**src/hsw_pkg.sv**
```systemverilog
// Shared types, constants and saturating Q.16 helpers for the shallow water HLLC flux pipeline.
// Used by hsw_mul, hsw_div, hsw_sqrt and hllc_shallow_water_flux. No dependencies.
`default_nettype none

package hsw_pkg;

  typedef logic signed [63:0] q_t;

  localparam q_t QLIM = 64'sh3FFF_FFFF_FFFF_FFFF;
  localparam q_t QONE = 64'sd65536;
  localparam logic signed [64:0] QLIM65 = 65'sh0_3FFF_FFFF_FFFF_FFFF;
  localparam logic signed [63:0] OUT_MAX = 64'sh0000_7FFF_FFFF_FFFF;
  localparam logic signed [63:0] OUT_MIN = -64'sh0000_8000_0000_0000;

  localparam logic [30:0] GRAV_RST = 31'd642908;

  localparam int IN_W  = 192;
  localparam int OUT_W = 144;
  localparam int USR_W = 3;

  // unit latencies in cycles
  localparam int MUL_LAT  = 4;
  localparam int DIV_NST  = 16;
  localparam int DIV_SPS  = 4;
  localparam int DIV_LAT  = DIV_NST + 2;
  localparam int SQRT_NST = 10;
  localparam int SQRT_SPS = 4;
  localparam int SQRT_LAT = SQRT_NST + 1;

  localparam int NPH = 15;
  localparam int PH_LAT [NPH] = '{MUL_LAT, SQRT_LAT, MUL_LAT, DIV_LAT, MUL_LAT, DIV_LAT,
                                  DIV_LAT, SQRT_LAT, MUL_LAT, MUL_LAT, MUL_LAT, DIV_LAT,
                                  DIV_LAT, MUL_LAT, MUL_LAT};

  typedef enum logic [1:0] {
    REG_LEFT  = 2'd0,
    REG_LSTAR = 2'd1,
    REG_RSTAR = 2'd2,
    REG_RIGHT = 2'd3
  } region_t;

  // everything one interface carries down the pipeline
  typedef struct packed {
    logic    vld;
    logic    yax;
    logic    ok;
    logic    shl;
    logic    shr;
    region_t rg;
    q_t dl, dr, unl, utl, unr, utr;
    q_t gdl, gdr, fml, fmr, ddl, ddr;
    q_t cl, cr, tq, tt;
    q_t fxl, ftl, fxr, ftr;
    q_t hs, pl, pr, wl, wr, vl, vr;
    q_t ql, qr, sl, sr, a, b, num, den, ss;
    q_t s, d, un, ut, fm, fx, ft, hn, sd, hst;
    q_t e1, e2, e3;
  } st_t;

  function automatic q_t clampv(input logic signed [64:0] v);
    q_t res;
    if (v > QLIM65) res = QLIM;
    else if (v < -QLIM65) res = -QLIM;
    else res = v[63:0];
    return res;
  endfunction

  function automatic q_t qadd(input q_t x, input q_t y);
    return clampv($signed({x[63], x}) + $signed({y[63], y}));
  endfunction

  function automatic q_t qsub(input q_t x, input q_t y);
    return clampv($signed({x[63], x}) - $signed({y[63], y}));
  endfunction

  // products with 0.5 and 0.25 truncate the magnitude
  function automatic q_t qhalf(input q_t x);
    return x[63] ? -((-x) >>> 1) : (x >>> 1);
  endfunction

  function automatic q_t qquarter(input q_t x);
    return x[63] ? -((-x) >>> 2) : (x >>> 2);
  endfunction

  function automatic logic [47:0] out48(input q_t x);
    logic [47:0] res;
    if (x > OUT_MAX) res = 48'h7FFF_FFFF_FFFF;
    else if (x < OUT_MIN) res = 48'h8000_0000_0000;
    else res = x[47:0];
    return res;
  endfunction

endpackage

`default_nettype wire

```
**src/hsw_sqrt.sv**
```systemverilog
// Pipelined Q.16 square root, floor(sqrt(a * 2^16)), two radicand bits per step, four steps a stage.
// Depends on hsw_pkg.
`default_nettype none

module hsw_sqrt import hsw_pkg::*; (
  input  logic clk,
  input  logic en,
  input  q_t   a,
  output q_t   r
);

  typedef struct packed {
    logic [47:0] rem;
    logic [39:0] root;
    logic [79:0] x;
  } sst_t;

  sst_t st_r [SQRT_NST+1];
  sst_t st0;

  function automatic sst_t sqrt_steps(input sst_t s);
    sst_t        o;
    logic [47:0] trial;
    o = s;
    for (int i = 0; i < SQRT_SPS; i++) begin
      o.rem = {o.rem[45:0], o.x[79:78]};
      o.x   = {o.x[77:0], 2'b00};
      trial = {6'b0, o.root, 2'b01};
      if (o.rem >= trial) begin
        o.rem  = o.rem - trial;
        o.root = {o.root[38:0], 1'b1};
      end else begin
        o.root = {o.root[38:0], 1'b0};
      end
    end
    return o;
  endfunction

  always_comb begin
    st0.rem  = '0;
    st0.root = '0;
    st0.x    = (a <= 0) ? 80'b0 : {2'b0, a[61:0], 16'b0};
  end

  always_ff @(posedge clk) begin
    if (en) begin
      st_r[0] <= st0;
      for (int s = 1; s <= SQRT_NST; s++) st_r[s] <= sqrt_steps(st_r[s-1]);
    end
  end

  assign r = q_t'({24'b0, st_r[SQRT_NST].root});

endmodule

`default_nettype wire

```
**config.mk**
```make
export PLATFORM = sky130hd
export DESIGN_NAME = hsw_sqrt
export DESIGN_NICKNAME = d
export VERILOG_FILES = /design/src/hsw_pkg.sv /design/src/hsw_sqrt.sv
export SDC_FILE = /design/constraint.sdc
export NUM_CORES = 2
export LEC_CHECK = 0
export ABC_CLOCK_PERIOD_IN_PS = 15100
export BUFFER_PORTS_ARGS = -buffer_cell sky130_fd_sc_hd__buf_2
export CORE_MARGIN = 10
export CORE_UTILIZATION = 39
export CTS_CLUSTER_SIZE = 24
export DETAILED_ROUTE_END_ITERATION = 8
export GPL_ROUTABILITY_DRIVEN = 0
export GPL_TIMING_DRIVEN = 1
export PLACE_DENSITY = 0.58
export RECOVER_POWER = 50
export SYNTH_ARGS = -nofsm -noshare
export SYNTH_HDL_FRONTEND = slang
export SYNTH_SLANG_ARGS = --single-unit
```
**constraint.sdc**
```tcl
create_clock -name clk -period 15.1 [get_ports clk]
set_clock_uncertainty 0.15 [all_clocks]
set_input_delay 1.51 -clock clk [delete_from_list [all_inputs] [get_ports clk]]
set_output_delay 1.51 -clock clk [all_outputs]
set_load 0.03 [all_outputs]
```
==> run metrics <==
max reg flops=909; Final setup viols=0; main combinational cell family by area after synthesis=simple AND/OR/NAND/NOR gates; post-synth cell types=121; CP endpoint kind=flop; Final Critical Period=14.31 ns; routed wire length=337,000 µm; standard-cell row count=185; max incr delay on CP=0.63 ns; CTS tree=built; final core utilization=43.3%; Root Buffer Master=clkbuf_16; TritonRoute pass-1 iters=6; total gr overflow=0; simple-gate area share of the yosys netlist=23.7%; clk_lat worst skew=0.80 ns; total die area=276,000 µm²; I/O Buffers=104; final cell count without fillers=15,800; GRT Resource Usage Total=22.8%; fin worst setup slack=0.790 ns; Post-Synth Adder-Cell Area=10.1%; Design Power=25.5 mW; final instance area=110,000 µm²; PD cells=232 nW/µm²; WL per Instance=21.3 µm; post-synthesis compound-gate area fraction=22.1%; Min Hold Slack=0.238 ns; MaxCap Viol Count=6; leakage=43.6 nW; initial antenna violation count=13; initial core utilization=39.2%; # hold bufs at CTS=0; core area=254,000 µm²; slew of the pin with the lowest slew margin=6.32 ns; Num CTS Buffers=107; total I/O pin count=130; Rel. slew slack=-321%; sequential share of the synthesized area=27.4%; fin. max-slew vios=592; CP Class=reg -> reg; placed inst area=106,000 µm²; mux contribution to synthesized area=1.48%; ANT nets after route=0; Yosys reg bits=909; dpl hpwl=274,000 µm; sequential cell area=27,300 µm²; Die W=525 µm; clk sinks=909; DRC viols=0; async set-reset flop share out of synthesis=0%; CP Data Arrival Time=14.65 ns; Post-Synth XOR/XNOR Area=11.4%; Worst-path clk slew=0.07 ns; failing checks=capacitance limit, slew limit; Detailed Route Iter0 Violations=9,472; Final TNS setup=0 ns; yosys synthesis warning count=0; # H-tree levels=3; Hold WC Path Type=reg -> reg; pre-CTS WS=0.0623 ns; Top Registers=st_r: 909 flops; mapped cell area=99,500 µm²; VDD IR max=318 µV; CP max FO=40; Layout area overhead=10.6%; vias per cell=6.01; crit start category=flop; via count=95,000; Biggest register=st_r; Nets=13,200; Top FF cell, synth=edfxtp_1; outcome=finished with violations; vias in the first global route=89,400; max frequency=69.9 MHz; Crit-path slowest cell=o21ai_1; Final period util=94.8%; Post-synth EDFFs=909; # fillers=25,100; clock buffer depth=3; Mean Syn Cell Area=8.24 µm²; first-pass GRT wire length=512,000 µm; Mapped Cells=12,100; height of the die=525 µm; final hold vios=0; DP Cell Count=15,600; footprint of the multi-input gates=68,800 µm²; largest net degree at the start of global routing=147; proportion of layout cells with a drive suffix above 1=8.67%; Worst Path Required=15.44 ns
==> cell usage in the layout (no fill, tap or decap), types with 63 or more instances in the layout <==
cell type	Yosys	final
nor2_1	1154	1150
a21oi_1	1105	1095
nand2_1	998	997
edfxtp_1	909	909
xnor2_1	837	837
ha_1	802	802
o21ai_0	601	594
inv_1	527	527
xor2_1	455	455
a21o_1	424	424
buf_4	32	415
nand3_1	331	329
nor3_1	318	317
nand4_1	236	236
and2_1	191	191
nor4_1	194	191
or3_1	155	154
nor2b_1	145	145
a31oi_1	145	142
and3_1	140	140
nand2b_1	140	140
o31ai_1	137	135
o21a_1	127	127
o21bai_1	123	121
or4_1	114	112
a211oi_1	111	111
clkbuf_16	0	108
or2_2	102	103
o211ai_1	100	100
mux2_2	100	100
buf_2	52	65
clkbuf_1	287	63
==> critical path: cells and delay by family, from the launching register on <==
family                     cells  cell delay, ns
AOI/OAI and AO/OA             19            4.64
adders and majority gates      4            1.66
buffers and inverters          8            1.96
DFF                            1            0.40
muxes                          2            0.75
and+or+nand+nor               18            4.41
==> timing repair <==
item | in CTS | in global routing
cloned | 0 | 2
pin swaps | 0 | 10
resized for setup | 1 | 53
setup endpoints to repair | 10 | 130
buffers inserted | 0 | 1
==> Yosys cell counts (111+ instances only) <==
| master | n | area, µm² |
|---|---|---|
| a21oi_1 | 1105 | 5530 |
| nor2_1 | 1154 | 4330 |
| nor3_1 | 318 | 1590 |
| nand3_1 | 331 | 1660 |
| or4_1 | 114 | 856 |
| and2_1 | 191 | 1190 |
| xor2_1 | 455 | 3990 |
| a31oi_1 | 145 | 907 |
| ha_1 | 802 | 10000 |
| and3_1 | 140 | 876 |
| nand4_1 | 236 | 1480 |
| or3_1 | 155 | 970 |
| nand2_1 | 998 | 3750 |
| o21a_1 | 127 | 953 |
| o21bai_1 | 123 | 923 |
| edfxtp_1 | 909 | 27300 |
| nor4_1 | 194 | 1210 |
| nor2b_1 | 145 | 907 |
| nand2b_1 | 140 | 876 |
| clkbuf_1 | 287 | 1080 |
| a211oi_1 | 111 | 833 |
| o21ai_0 | 601 | 3010 |
| xnor2_1 | 837 | 7330 |
| a21o_1 | 424 | 3180 |
| inv_1 | 527 | 1980 |
| o31ai_1 | 137 | 1030 |
==> routing by layer <==
metal / track usage, % / share of wire [%]
met1: 29.9 / 43
met2: 38.5 / 47
met4: 8.12 / 3.8
met5: 0 / 0.017
met3: 2.74 / 6.3
==> power breakdown <==
group / total (mW) / switching, mW / internal, mW
Clock: 2.76 / 1.15 / 1.61
Sequential: 4.20 / 0.489 / 3.71
Combinational: 18.5 / 10.9 / 7.64
==> layout make-up <==
type / count / area share (%)
multi-input combinational: 10200 / 62.5
inverter: 543 / 1.86
tap: 3366 / 3.83
clock buffer: 119 / 2.47
antenna: 3 / 0.00682
clock inverter: 74 / 0.937
timing repair buffer: 550 / 3.55
sequential: 909 / 24.8
==> final timing paths <==
kind              slack (ns)  depth (start not counted)                     end                  start
setup reg to reg        0.79                         51  st_r[7][139]$_DFFE_PP_  st_r[6][92]$_DFFE_PP_
setup / recovery        0.79                         51  st_r[7][139]$_DFFE_PP_  st_r[6][92]$_DFFE_PP_
hold reg to reg         0.24                          0   st_r[5][72]$_DFFE_PP_  st_r[4][64]$_DFFE_PP_
hold / removal          0.24                          0   st_r[5][72]$_DFFE_PP_  st_r[4][64]$_DFFE_PP_
==> cells by family (layout without fill, tap and decap cells) <==
logic type	Yosys count	after routing
AND/OR/NAND/NOR	4567	4568
AO/OA/AOI/OAI	3414	3414
XOR/XNOR	1294	1294
buffers and inverters	954	1286
flip-flops	909	909
adder cells (fa/ha/maj)	804	804
multiplexers	135	135
other	2	32
(Power assumes the default switching activity.)
